==> src/sv/nfcs_pkg.sv <==
package nfcs_pkg;

    localparam int SECTOR_WORDS = 65536;
    localparam int ADDR_BITS    = 23;
    localparam int CNT_BITS     = (SECTOR_WORDS > 1) ? $clog2(SECTOR_WORDS) : 1;
    localparam logic [CNT_BITS-1:0] LAST_WORD = CNT_BITS'(SECTOR_WORDS - 1);

    localparam logic [7:0] CMD_STATUS     = 8'h01;
    localparam logic [7:0] CMD_PING_A     = 8'h02;
    localparam logic [7:0] CMD_PING_B     = 8'h03;
    localparam logic [7:0] CMD_DRIVE_OFF  = 8'h04;
    localparam logic [7:0] CMD_DRIVE_ON   = 8'h05;
    localparam logic [7:0] CMD_TRI_OFF    = 8'h06;
    localparam logic [7:0] CMD_TRI_ON     = 8'h07;
    localparam logic [7:0] CMD_RST_OFF    = 8'h08;
    localparam logic [7:0] CMD_RST_ON     = 8'h09;
    localparam logic [7:0] CMD_WAIT       = 8'h0E;
    localparam logic [7:0] CMD_WAIT_INC   = 8'h0F;
    localparam logic [7:0] CMD_READ_FIRST = 8'h10;
    localparam logic [7:0] CMD_READ_LAST  = 8'h13;
    localparam logic [7:0] CMD_WRITE      = 8'h18;
    localparam logic [7:0] CMD_WRITE_INC  = 8'h19;
    localparam logic [7:0] CMD_DELAY_LO   = 8'h40;
    localparam logic [7:0] CMD_DELAY_HI   = 8'h7F;
    localparam logic [7:0] CMD_ADDR_LO    = 8'h80;
    localparam logic [7:0] CMD_ADDR_HI    = 8'hFF;

    localparam logic [7:0] PING_A_REPLY   = 8'h42;
    localparam logic [7:0] PING_B_REPLY   = 8'hBD;

    localparam logic [1:0] TX_NONE = 2'd0;
    localparam logic [1:0] TX_ONE  = 2'd1;
    localparam logic [1:0] TX_TWO  = 2'd2;

    typedef struct packed {
        logic        byte_valid;
        logic [7:0]  host_byte;
        logic        ready_busy;
        logic [15:0] flash_data;
    } item_t;

    typedef struct packed {
        logic                 byte_accepted;
        logic [1:0]           tx_count;
        logic [15:0]          tx_data;
        logic [ADDR_BITS-1:0] flash_address;
        logic [15:0]          write_data;
        logic                 data_drive;
        logic                 output_enable_n;
        logic                 write_enable_n;
        logic                 reset_n;
        logic                 tristate;
    } result_t;

endpackage

==> src/sv/nfcs_input_stage.sv <==
module nfcs_input_stage import nfcs_pkg::*;
(
    input  logic  clk,
    input  logic  rst_n,
    input  logic  load,
    input  item_t item_in,
    input  logic  advance,
    output logic  valid,
    output item_t item
);

    logic  valid_reg;
    item_t item_reg;

    always_ff @(posedge clk or negedge rst_n)
    begin
        if (!rst_n)
        begin
            valid_reg <= 1'b0;
        end
        else if (load)
        begin
            valid_reg <= 1'b1;
        end
        else if (advance)
        begin
            valid_reg <= 1'b0;
        end
    end

    always_ff @(posedge clk)
    begin
        if (load)
        begin
            item_reg <= item_in;
        end
    end

    assign valid = valid_reg;
    assign item  = item_reg;

endmodule

==> src/sv/nfcs_core.sv <==
module nfcs_core import nfcs_pkg::*;
(
    input  logic    clk,
    input  logic    rst_n,
    input  logic    advance,
    input  item_t   item,
    output result_t result
);

    typedef enum logic [3:0] {
        M_IDLE,
        M_DELAY,
        M_ADDR_MID,
        M_ADDR_LOW,
        M_READ,
        M_DATA_HI,
        M_DATA_LO,
        M_WE_PULSE,
        M_WAIT
    } mode_t;

    mode_t                mode_reg, mode_next;
    logic [5:0]           delay_reg, delay_next;
    logic [ADDR_BITS-1:0] addr_reg, addr_next;
    logic [15:0]          latch_reg, latch_next;
    logic                 inc_reg, inc_next;
    logic                 drive_reg, drive_next;
    logic                 tri_reg, tri_next;
    logic                 rstn_reg, rstn_next;
    logic                 oen_reg, oen_next;
    logic                 wen_reg, wen_next;
    logic                 bus_reg, bus_next;
    logic [CNT_BITS-1:0]  count_reg, count_next;

    logic [31:0]          addr_wide;
    logic [ADDR_BITS-1:0] addr_plus;
    logic [7:0]           status;
    logic [7:0]           b;
    logic                 accepted;
    logic [1:0]           txc;
    logic [15:0]          txd;

    assign b         = item.host_byte;
    assign addr_wide = 32'(addr_reg);
    assign addr_plus = addr_reg + 1'b1;
    assign status    = {1'b0, drive_reg, tri_reg, rstn_reg, item.ready_busy,
                        1'b0, wen_reg, oen_reg};

    always_comb
    begin
        mode_next  = mode_reg;
        delay_next = delay_reg;
        addr_next  = addr_reg;
        latch_next = latch_reg;
        inc_next   = inc_reg;
        drive_next = drive_reg;
        tri_next   = tri_reg;
        rstn_next  = rstn_reg;
        oen_next   = oen_reg;
        wen_next   = wen_reg;
        bus_next   = bus_reg;
        count_next = count_reg;
        accepted   = 1'b0;
        txc        = TX_NONE;
        txd        = 16'h0000;
        case (mode_reg)
            M_IDLE:
            begin
                if (item.byte_valid)
                begin
                    accepted = 1'b1;
                    case (b) inside
                        CMD_STATUS:
                        begin
                            txd = {8'h00, status};
                            txc = TX_ONE;
                        end
                        CMD_PING_A:
                        begin
                            txd = {8'h00, PING_A_REPLY};
                            txc = TX_ONE;
                        end
                        CMD_PING_B:
                        begin
                            txd = {8'h00, PING_B_REPLY};
                            txc = TX_ONE;
                        end
                        CMD_DRIVE_OFF, CMD_DRIVE_ON:
                        begin
                            drive_next = b[0];
                        end
                        CMD_TRI_OFF, CMD_TRI_ON:
                        begin
                            tri_next = b[0];
                        end
                        CMD_RST_OFF, CMD_RST_ON:
                        begin
                            rstn_next = ~b[0];
                        end
                        CMD_WAIT, CMD_WAIT_INC:
                        begin
                            inc_next  = b[0];
                            mode_next = M_WAIT;
                        end
                        [CMD_READ_FIRST:CMD_READ_LAST]:
                        begin
                            inc_next   = b[0];
                            bus_next   = 1'b0;
                            oen_next   = 1'b0;
                            count_next = '0;
                            mode_next  = M_READ;
                        end
                        CMD_WRITE, CMD_WRITE_INC:
                        begin
                            inc_next  = b[0];
                            mode_next = M_DATA_HI;
                        end
                        [CMD_DELAY_LO:CMD_DELAY_HI]:
                        begin
                            delay_next = b[5:0];
                            mode_next  = M_DELAY;
                        end
                        [CMD_ADDR_LO:CMD_ADDR_HI]:
                        begin
                            addr_next = ADDR_BITS'({9'h000, b[6:0], addr_wide[15:0]});
                            mode_next = M_ADDR_MID;
                        end
                        default:
                        begin
                        end
                    endcase
                end
            end
            M_DELAY:
            begin
                if (delay_reg == 6'd0)
                begin
                    mode_next = M_IDLE;
                end
                else
                begin
                    delay_next = delay_reg - 6'd1;
                end
            end
            M_ADDR_MID:
            begin
                if (item.byte_valid)
                begin
                    accepted  = 1'b1;
                    addr_next = ADDR_BITS'({addr_wide[31:16], b, addr_wide[7:0]});
                    mode_next = M_ADDR_LOW;
                end
            end
            M_ADDR_LOW:
            begin
                if (item.byte_valid)
                begin
                    accepted  = 1'b1;
                    addr_next = ADDR_BITS'({addr_wide[31:8], b});
                    mode_next = M_IDLE;
                end
            end
            M_READ:
            begin
                txc       = TX_TWO;
                txd       = item.flash_data;
                addr_next = addr_plus;
                if (count_reg >= LAST_WORD)
                begin
                    count_next = '0;
                    oen_next   = 1'b1;
                    bus_next   = 1'b1;
                    mode_next  = M_IDLE;
                end
                else
                begin
                    count_next = count_reg + 1'b1;
                end
            end
            M_DATA_HI:
            begin
                if (item.byte_valid)
                begin
                    accepted   = 1'b1;
                    latch_next = {b, latch_reg[7:0]};
                    mode_next  = M_DATA_LO;
                end
            end
            M_DATA_LO:
            begin
                if (item.byte_valid)
                begin
                    accepted   = 1'b1;
                    latch_next = {latch_reg[15:8], b};
                    wen_next   = 1'b0;
                    mode_next  = M_WE_PULSE;
                end
            end
            M_WE_PULSE:
            begin
                wen_next = 1'b1;
                if (inc_reg)
                begin
                    addr_next = addr_plus;
                end
                mode_next = M_IDLE;
            end
            M_WAIT:
            begin
                if (item.ready_busy)
                begin
                    if (inc_reg)
                    begin
                        addr_next = addr_plus;
                    end
                    mode_next = M_IDLE;
                end
            end
            default:
            begin
                mode_next = M_IDLE;
            end
        endcase
    end

    always_ff @(posedge clk or negedge rst_n)
    begin
        if (!rst_n)
        begin
            mode_reg  <= M_IDLE;
            delay_reg <= '0;
            addr_reg  <= '0;
            latch_reg <= '0;
            inc_reg   <= 1'b0;
            drive_reg <= 1'b0;
            tri_reg   <= 1'b0;
            rstn_reg  <= 1'b1;
            oen_reg   <= 1'b1;
            wen_reg   <= 1'b1;
            bus_reg   <= 1'b1;
            count_reg <= '0;
        end
        else if (advance)
        begin
            mode_reg  <= mode_next;
            delay_reg <= delay_next;
            addr_reg  <= addr_next;
            latch_reg <= latch_next;
            inc_reg   <= inc_next;
            drive_reg <= drive_next;
            tri_reg   <= tri_next;
            rstn_reg  <= rstn_next;
            oen_reg   <= oen_next;
            wen_reg   <= wen_next;
            bus_reg   <= bus_next;
            count_reg <= count_next;
        end
    end

    always_comb
    begin
        result.byte_accepted   = accepted;
        result.tx_count        = txc;
        result.tx_data         = txd;
        result.flash_address   = addr_next;
        result.write_data      = latch_next;
        result.data_drive      = bus_next;
        result.output_enable_n = oen_next;
        result.write_enable_n  = wen_next;
        result.reset_n         = rstn_next;
        result.tristate        = tri_next;
    end

endmodule

==> src/sv/nfcs_output_stage.sv <==
module nfcs_output_stage import nfcs_pkg::*;
(
    input  logic    clk,
    input  logic    rst_n,
    input  logic    load,
    input  result_t result_in,
    input  logic    stall,
    output logic    valid,
    output result_t result
);

    logic    valid_reg;
    result_t result_reg;

    always_ff @(posedge clk or negedge rst_n)
    begin
        if (!rst_n)
        begin
            valid_reg <= 1'b0;
        end
        else if (load)
        begin
            valid_reg <= 1'b1;
        end
        else if (!stall)
        begin
            valid_reg <= 1'b0;
        end
    end

    always_ff @(posedge clk)
    begin
        if (load)
        begin
            result_reg <= result_in;
        end
    end

    assign valid  = valid_reg;
    assign result = result_reg;

endmodule

==> src/sv/nor_flash_command_sequencer.sv <==
// NOR flash command sequencer.
// The input channel (in_valid, in_stall) carries one beat per flash clock tick:
// an optional host byte, the RY/BY# level and the sampled flash data word.
// The output channel (out_valid, out_stall) returns one beat for every input
// beat: whether the host byte was consumed, up to two bytes for the host and
// the flash pin levels after that tick.
// A beat passes through an input register, one pass of decode logic and a
// result register. One beat is accepted every cycle while in_stall is low;
// a sector read streams one word per beat.
// When the receiver stalls, the result register holds its beat and the input
// register can still take one more beat; only then is in_stall raised.
// Reset returns the sequencer to idle with the address and data latch cleared,
// the bus driven, OE#, WE# and RESET# high and both pipeline stages empty.
module nor_flash_command_sequencer import nfcs_pkg::*;
(
    input  logic                 clk,
    input  logic                 rst_n,
    input  logic                 in_valid,
    output logic                 in_stall,
    input  logic                 byte_valid,
    input  logic [7:0]           host_byte,
    input  logic                 ready_busy,
    input  logic [15:0]          flash_data,
    output logic                 out_valid,
    input  logic                 out_stall,
    output logic                 byte_accepted,
    output logic [1:0]           tx_count,
    output logic [15:0]          tx_data,
    output logic [ADDR_BITS-1:0] flash_address,
    output logic [15:0]          write_data,
    output logic                 data_drive,
    output logic                 output_enable_n,
    output logic                 write_enable_n,
    output logic                 reset_n,
    output logic                 tristate
);

    item_t   item_in;
    item_t   item;
    logic    item_valid;
    logic    advance;
    logic    in_load;
    result_t result_next;
    result_t result;

    assign item_in = '{byte_valid: byte_valid, host_byte: host_byte,
                       ready_busy: ready_busy, flash_data: flash_data};

    assign advance  = item_valid && (!out_valid || !out_stall);
    assign in_stall = item_valid && !advance;
    assign in_load  = in_valid && !in_stall;

    nfcs_input_stage u_input
    (
        .clk     (clk),
        .rst_n   (rst_n),
        .load    (in_load),
        .item_in (item_in),
        .advance (advance),
        .valid   (item_valid),
        .item    (item)
    );

    nfcs_core u_core
    (
        .clk     (clk),
        .rst_n   (rst_n),
        .advance (advance),
        .item    (item),
        .result  (result_next)
    );

    nfcs_output_stage u_output
    (
        .clk       (clk),
        .rst_n     (rst_n),
        .load      (advance),
        .result_in (result_next),
        .stall     (out_stall),
        .valid     (out_valid),
        .result    (result)
    );

    assign byte_accepted   = result.byte_accepted;
    assign tx_count        = result.tx_count;
    assign tx_data         = result.tx_data;
    assign flash_address   = result.flash_address;
    assign write_data      = result.write_data;
    assign data_drive      = result.data_drive;
    assign output_enable_n = result.output_enable_n;
    assign write_enable_n  = result.write_enable_n;
    assign reset_n         = result.reset_n;
    assign tristate        = result.tristate;

`ifndef SYNTHESIS
    a_stall_only_when_full: assert property (@(posedge clk) disable iff (!rst_n)
        in_stall |-> (out_valid && out_stall))
        else $error("input stalled while the result register could drain");

    a_tx_count_legal: assert property (@(posedge clk) disable iff (!rst_n)
        out_valid |-> (tx_count != 2'd3))
        else $error("illegal transmit byte count");

    a_oe_matches_drive: assert property (@(posedge clk) disable iff (!rst_n)
        out_valid |-> (output_enable_n == data_drive))
        else $error("OE# low while the data bus is driven");

    a_we_needs_drive: assert property (@(posedge clk) disable iff (!rst_n)
        (out_valid && !write_enable_n) |-> data_drive)
        else $error("write pulse while the bus is released");

    a_no_byte_in_read: assert property (@(posedge clk) disable iff (!rst_n)
        (out_valid && byte_accepted) |-> (tx_count != TX_TWO))
        else $error("host byte consumed during a sector read beat");
`endif

endmodule
==> config.mk <==
export PLATFORM = sky130hd
export DESIGN_NAME = nor_flash_command_sequencer
export DESIGN_NICKNAME = d
export VERILOG_FILES = /design/src/sv/nfcs_pkg.sv /design/src/sv/nfcs_input_stage.sv /design/src/sv/nfcs_core.sv /design/src/sv/nfcs_output_stage.sv /design/src/sv/nor_flash_command_sequencer.sv
export SDC_FILE = /design/constraint.sdc
export NUM_CORES = 1
export LEC_CHECK = 0
export BUFFER_PORTS_ARGS = -buffer_cell sky130_fd_sc_hd__buf_4
export CAP_MARGIN = 25
export CORE_MARGIN = 2
export CORE_UTILIZATION = 55
export DETAILED_ROUTE_END_ITERATION = 16
export PLACE_DENSITY = 0.84
export SETUP_SLACK_MARGIN = 0.02
export SLEW_MARGIN = 20
export SYNTH_ARGS = -nofsm -noshare
export SYNTH_HDL_FRONTEND = slang
export SYNTH_SLANG_ARGS = --single-unit
==> constraint.sdc <==
create_clock -name clk -period 4.5 [get_ports clk]
set_input_delay 0.9 -clock clk [delete_from_list [all_inputs] [get_ports clk]]
set_output_delay 0.9 -clock clk [all_outputs]
set_load 0.01 [all_outputs]
**Word level (Yosys, flattened, before mapping)**

Index checks and enable logic that the tools add are counted.

- Register bits after elaboration: 163
- Output and inout port bits: 65

- Add/sub/neg operators: 3
- Magnitude comparators: 7
- Equality and inequality tests: 43
- Mux-type cells: 121
- Bitwise logic cells: 7
- Reduce and logical (&&, ||, !) cells: 28

Operator list:

| cell | number |
|---|---|
| 2-to-1 mux 23 bit | 14 |
| 2-to-1 mux 16 bit | 15 |
| case mux 23 bit (6 select lines) | 1 |
| case mux 16 bit (2 select lines) | 3 |
| 2-to-1 mux 4 bit | 19 |
| 2-to-1 mux 6 bit | 12 |
| 2-to-1 mux 1 bit | 45 |
| == test 8 x 3 -> 1 bit, second input constant | 4 |
| == test 8 x 4 -> 1 bit, second input constant | 4 |
| != test 2 bit, second input constant | 16 |
| case mux 4 bit (8 select lines) | 1 |
| 2-to-1 mux 8 bit | 3 |
| adder 23 x 1 -> 23 bit, second input constant | 1 |
| adder 16 x 1 -> 16 bit, second input constant | 1 |
| == test 4 x 3 -> 1 bit, second input constant | 4 |
| == test 8 x 2 -> 1 bit, second input constant | 2 |
| == test 8 x 5 -> 1 bit, second input constant | 2 |
| greater-or-equal comparator 16 bit, second input constant | 1 |
| AND reduction 16 bit | 1 |
| AND reduction 14 bit | 1 |
| case mux 6 bit (2 select lines) | 1 |
| AND reduction 11 bit | 1 |
| != test 2 x 1 -> 1 bit, second input constant | 5 |
| AND reduction 10 bit | 1 |
| 26 further kinds | 51 |

**Logic depth before layout (Yosys ltp)**

Gate-level depths: netlist of the first run.

- Word-level depth: 15
- Mapped depth: 9
- Gate-level depth less buffers: 8

**By module**

From an unflattened synthesis of the first run, not the netlist that was laid out.

- Cells, all modules: 756
- Area total of the unflattened synthesis: 8195.4 um2

Modules (own cells, without submodules):

| module | times used | cells each | area an instance (um2) | seq. area each (um2) |
|---|---|---|---|---|
| nfcs_core | 1 | 659 | 5426.5 | 1806.7 |
| nfcs_output_stage | 1 | 65 | 1924.3 | 1916.8 |
| nfcs_input_stage | 1 | 29 | 817.0 | 805.8 |
| nor_flash_command_sequencer | 1 | 3 | 27.5 | 0.0 |

**Worst setup path after synthesis of the first run**

No wires, ideal clock.

- Path type: input -> register
- Start: input port out_stall
- End: register u_output.result_reg (netlist bit u_output.result[0]), enable pin
- Library setup time: 452 ps
- Data arrival time: 3369 ps
- Setup slack: 679 ps
- Stages on the path: 5
- Buffers on the path: 2
- Cells stage by stage: nand2_1 > nand2_1 > clkinv_1 > clkbuf_1 > clkbuf_1

- Longest elaborated chain between the ends: 3

Ends and longest elaborated chain:

| element | line | RTL |
|---|---|---|
| start: declaration | nor_flash_command_sequencer.sv:25 | `input logic out_stall,` |
| zero test 1 bit | n/a |  |
| logical OR 1 bit | nor_flash_command_sequencer.sv:49 | `assign advance = item_valid && (!out_valid \|\| !out_stall);` |
| logical AND 1 bit | nor_flash_command_sequencer.sv:49 |  |
| via advance | nor_flash_command_sequencer.sv:41 | `logic advance;` |
| end signal: assignment | nfcs_output_stage.sv:35 | `result_reg <= result_in;` |
| end: declaration | nfcs_output_stage.sv:13 | `result_t result_reg;` |

The timed path passes the listed nets, and every way through them passes these cells.
A chain may end at the register's enable or synchronous reset.

**Final worst setup path of the first run**

- Start: register u_core.mode_reg[2]
- End: register u_core.mode_reg[3]

- Longest elaborated chain between the ends: 3

Ends and longest elaborated chain:

| element | line | RTL |
|---|---|---|
| start: declaration | nfcs_core.sv:22 | `mode_t mode_reg, mode_next;` |
| start signal: assignment | nfcs_core.sv:245 | `mode_reg <= mode_next;` |
| zero test 4 bit (tied with other cells) | nfcs_core.sv:66 | `case (mode_reg)` |
| != test 6 x 3 -> 1 bit (no source line) (tied with other cells) | n/a |  |
| AND reduction 16 bit (no source line) | n/a |  |

Several ways; a longest one is shown, not always the timed one.

==> results.ini, run 1 <==
[yosys]
netlist_area_um2=8310
synth_fa_ha_area_share_pct=0.603
synth_nets=856
yosysTopAreaCellShare_pct=32.2
synth_xor_area_share_pct=0.738
synthArstFlopShare_pct=45.4
yosysWarningCount=0
synth_ff_type=edfxtp_1
synth_edf_count=89
syn_inst=822
synth-simple-area-share_pct=20.2
synth.area.top_cells=edfxtp_1 (32%), dfrtp_1 (21%), nand2_1 (4.3%)
ys_ff_latch=163
synth_top_family_by_area=simple AND/OR/NAND/NOR gates
synth_compound_area_share_pct=16.0
yosysSeqAreaShare_pct=54.5
synth_cell_types=75
syn_avg_cell_area_um2=10.1
yosys.area.top_type=edfxtp_1
synthMuxAreaShare_pct=4.26

[cts]
post_cts_buffers=0
cts_buffers=17
cts_tree=done
ctsResizeCount=0
clk_pin_slew_ps=60
ctsHtreeMaxLevel=4
clkSinkCount=163
clock_latency_ps=440
postCtsHoldBufs=0
cts_buffer_depth=2
clockRootBuffer=clkbuf_16

[critical_path]
critPathRequiredTime_ps=4820
critPathArrivalTime_ps=3390
worst_setup_path_start_kind=flop
end_kind=flop
critical_path_class=flop to flop
cp_max_fo=30

[global_routing]
track_usage_pct=25.4
grt_pass1_wl_mm=32.3
grt_pass1_vias=6414
globalRouteOverflowTotal=0
grt_max_degree=75
antenna_found_initial=0

[floorplan]
core-area_um2=14600
num_io_pins=95
rows=44
die_w_um=127
die_area_um2=16100
start_util_pct=56.7
die_h_um=127

[timing]
worst_slew_pin_slew_ps=980
fin_crit_sh_pct=68.1
hold_viol=0
skew_ps=7.10
drv_slew=0
timing.hold.ws_ps=430
rsz0062_at_grt=no
slew_headroom_pct=34.1
tns_ps=0
setup_viol=0
period_needed_ps=3060
max_clock_freq_mhz=326
postLayoutSetupSlackWorst_ps=1440

[placement]
gp_congestion=0.898
numPortBuffers=94
place_ws_ps=1450
dp_hpwl_mm=12.7
dpl_cell_area_um2=9060

[cells_and_area]
fin_nets=922
fin_util_pct=66.4
final_layout_size_suffix_gt1_share_pct=20.3
design_area_um2=9720
largest_register_ffs=63
num_antenna_cells=0
area_growth_pct=17.1

[power_and_ir_drop]
p_clk_share_pct=30.6
p_int_w=0.00349
p_seq_share_pct=43.8
ir_worst_vdd_uv=295
powerDensity_nw_per_um2=532
combPwrFrac_pct=25.6
switching_share_pct=32.5
power_switching_w=0.00168
p_leak_nw=3.77

[routing]
dr.pass1.iters=6
wl_mm=19.9
antenna_violating_nets_post_route=0
vias=6822
drcViolationCount=0
dr.first_iter.drc_count=782
vias_per_cell=6.29
wire_per_inst_um=18.4

[job]
cap_violations=0

[min_path]
min_path_type=primary input to asynchronous set/reset pin

[status]
outcome=completed

-- path summary, 6_finish.rpt --
check                      slack, ps                 from  cells after the start                  end
max reg2reg                     1440   u_core.mode_reg[2]                      6   u_core.mode_reg[3]
max in group asynchronous       3440                rst_n                      2  u_core.delay_reg[3]
min                              430                rst_n                      1     u_core.drive_reg
min in group clk                 470  u_core.count_reg[6]                      1  u_core.count_reg[6]
min reg2reg                      470  u_core.count_reg[6]                      1  u_core.count_reg[6]
max                             1440   u_core.mode_reg[2]                      6   u_core.mode_reg[3]
-- cells in the mapped netlist (5+ instances only) --
library cell / instances
a21o_1: 10
a21oi_1: 46
a221o_1: 6
a22oi_1: 5
a31oi_1: 5
and2_1: 5
and3_1: 16
buf_2: 15
clkbuf_1: 33
dfrtp_1: 70
edfxtp_1: 89
inv_1: 20
mux2_2: 27
mux2i_1: 5
nand2_1: 96
nand2b_1: 18
nand3_1: 22
nand3b_1: 5
nand4_1: 9
nor2_1: 90
nor2b_1: 13
nor3_1: 22
nor4_1: 5
o211ai_1: 8
o21ai_0: 59
o221ai_1: 5
o22ai_1: 5
o311ai_0: 11
o31ai_1: 9
xnor2_1: 6
-- per-layer routing --
layer	GRT usage, %	wire length [um]	vias to the layer above
met1	34.2	8380	3284
met5	0	0	-
met4	11.4	586	0
met3	6.33	1440	70
met2	39.4	9520	316
li1	-	-	3152
-- cells in the final DEF, fill, tap and decap left out, types with 10 or more instances in the layout --
| cell type | n |
|---|---|
| o21ai_0 | 59 |
| and3_1 | 16 |
| nand2_1 | 96 |
| nor2b_1 | 13 |
| o311ai_0 | 11 |
| edfxtp_1 | 89 |
| nor3_1 | 22 |
| clkbuf_16 | 17 |
| nand3_1 | 22 |
| a21o_1 | 10 |
| mux2_2 | 27 |
| dfrtp_1 | 70 |
| a21oi_1 | 45 |
| nor2_1 | 90 |
| inv_1 | 20 |
| nand2b_1 | 18 |
| buf_4 | 99 |
-- cell families (layout without fill, tap and decap cells) --
| logic type | after synthesis | after routing |
|---|---|---|
| AOI/OAI and AO/OA | 205 | 205 |
| xor gates and xnor gates | 7 | 7 |
| adders and majority gates | 4 | 4 |
| buffers and inverters | 74 | 153 |
| DFF | 163 | 163 |
| muxes | 32 | 32 |
| and+or+nand+nor | 337 | 337 |
-- through the flow --
step | power, W | instances
4_1_cts | 0.00515 | 1084
3_5_place_dp | 0.00357 | 1052
3_3_place_gp | 0.00351 | 1052
2_1_floorplan | 0.00313 | 822
6_report | 0.00517 | 1085
5_1_grt | 0.00542 | 1085
-- worst max-delay path, cell delays in order (launching register included) --
cell	delay, ps
dfrtp_1	980
nor2b_1	650
nand2_1	270
a31o_2	390
o311a_1	180
nor3b_2	190
mux2_2	280
-- final cells by class --
cell class                 count  area [um2]
fill                        1098        4920
sequential                   163        4530
multi-input combinational    585        3480
timing repair buffer         100         763
clock buffer                  20         437
tap                          184         230
clock inverter                12         204
inverter                      21        80.1
-- power groups by stage --
stage | registers [W] | logic [W] | clock network [W]
6_report | 0.00226 | 0.00132 | 0.00158
4_1_cts | 0.00225 | 0.00131 | 0.00159
5_1_grt | 0.00230 | 0.00146 | 0.00166
3_5_place_dp | 0.00227 | 0.00129 | 0
2_1_floorplan | 0.00217 | 0.000961 | 0
3_3_place_gp | 0.00226 | 0.00125 | 0
(Power assumes the default switching activity.)
==> inputs of run 2 (changes only) <==
- CORE_UTILIZATION: 55 -> 53
- clock period: 4.5 -> 2.8 ns (I/O delays scaled with it)
==> run 2 against run 1 <==
Compared with the run above: critical endpoint is now u_output.result[25]; clock skew is essentially flat; global-route usage shrank 0.42 points; utilization fell by 1.6 points.
==> results.ini, run 2 (synthesis gave the netlist of run 1 again) <==
[min_path]
min_path_type=primary input to asynchronous set/reset pin

[floorplan]
die_w_um=129
die_h_um=129
core-area_um2=15300
die_area_um2=16700
num_io_pins=95
start_util_pct=54.4
rows=45

[global_routing]
grt_max_degree=107
globalRouteOverflowTotal=0
grt_pass1_wl_mm=32.6
antenna_found_initial=0
grt_pass1_vias=6467
track_usage_pct=25.0

[cells_and_area]
final_layout_size_suffix_gt1_share_pct=22.0
largest_register_ffs=63
seq_area_um2=4530
fin_util_pct=64.8
num_antenna_cells=0
mostFrequentLayoutCell=buf_4
fillCellCount=1191
area_growth_pct=19.1
design_area_um2=9890
layout_common_cells=buf_4 (121), nand2_1 (96), nor2_1 (90)
fin_nets=945
multi_input_area_um2=3480

[critical_path]
critPathRequiredTime_ps=2970
critical_path_depth=7
critical_path_class=flop to flop
ff2ff_path_depth=7
max_stage_delay_ps=690
crit_buf_inv=1
critPathArrivalTime_ps=2750
cp_max_fo=38
worst_setup_path_start_kind=flop
slowest_stage=dfrtp_1
end_kind=flop
cpLargestDelayFamily=simple AND/OR/NAND/NOR gates
cpMostUsedCell=nor2_1
crit_chain=nand2b_1 > nor2_1 > a21oi_2 > buf_4 > nor2_1 > o21ai_0 > o311ai_0

[power_and_ir_drop]
p_leak_nw=3.87
powerDensity_nw_per_um2=827
ir_worst_vdd_uv=528

[timing]
slew_headroom_pct=50.5
skew_ps=7.38
worst_slew_pin_slew_ps=743
period_needed_ps=2580
drv_slew=0
setup_viol=0
fin_crit_sh_pct=92.1
max_clock_freq_mhz=388
rsz0062_at_grt=no
timing.hold.ws_ps=13.1
tns_ps=0
hold_viol=0
postLayoutSetupSlackWorst_ps=220

[routing]
dr.first_iter.drc_count=879
wl_mm=20.1
drcViolationCount=0
vias=6840
vias_per_cell=6.03
wire_per_inst_um=17.7
dr.pass1.iters=5
antenna_violating_nets_post_route=0

[status]
outcome=completed

[cts]
post_cts_buffers=0
postCtsHoldBufs=0
clockRootBuffer=clkbuf_16
cts_buffers=17
clk_pin_slew_ps=60
clkSinkCount=163
cts_buffer_depth=2
cts_tree=done
clock_latency_ps=430
ctsResizeCount=0
ctsHtreeMaxLevel=4

[placement]
numPortBuffers=94
dp_hpwl_mm=13.1
place_ws_ps=319
dpl_cell_area_um2=9280
gp_congestion=0.918

[job]
cap_violations=0

==> run 2: changes by cell type in the layout (fill, tap and decap cells not counted) <==
cell | before | now
clkinv_4 | 1 | 4
and2_2 | 1 | 0
bufinv_16 | 5 | 3
clkinvlp_4 | 2 | 0
clkbuf_1 | 3 | 5
buf_4 | 99 | 121
buf_16 | 0 | 1
clkinv_2 | 1 | 2
and2_1 | 4 | 5
inv_6 | 3 | 0
inv_4 | 0 | 1
==> run 2: power by group <==
part	switching [W]	total, W	leakage (nW)	internal [W]
clock	0.000917	0.00232	0.284	0.00140
combinational	0.00127	0.00226	1.82	0.000994
sequential	0.000498	0.00360	1.77	0.00310
==> run 2: metal layers <==
layer  track usage (%)  wire length [um]
met5                 0                 0
met4              10.3               515
met3              4.71              1400
met2              40.0              9640
met1              33.8              8510
==> run 2: through the flow <==
| step | std cells | total power [W] |
|---|---|---|
| 6_report | 1135 | 0.00818 |
| 5_1_grt | 1135 | 0.00861 |
| 4_1_cts | 1134 | 0.00815 |
| 3_5_place_dp | 1102 | 0.00583 |
| 3_3_place_gp | 1102 | 0.00575 |
| 2_1_floorplan | 822 | 0.00502 |
==> run 2: path summary, 6_finish.rpt <==
check / from / end / slack (ps)
max: u_core.mode_reg[2] / u_output.result[25] / 220
max in group asynchronous: rst_n / u_core.wen_reg / 2170
max reg2reg: u_core.mode_reg[2] / u_output.result[25] / 220
min in group clk: flash_data[10] / u_input.item[10] / 300
min reg2reg: u_core.count_reg[14] / u_core.count_reg[14] / 490
min: rst_n / u_core.tri_reg / 10
==> run 2: cell type report <==
class	count	share of cell area [%]
repair buffers	123	9.66
well taps	211	2.67
inverters	21	0.822
clock inverters	10	1.40
multi-input cells	585	35.2
flip-flops and latches	163	45.8
clock buffers	22	4.49
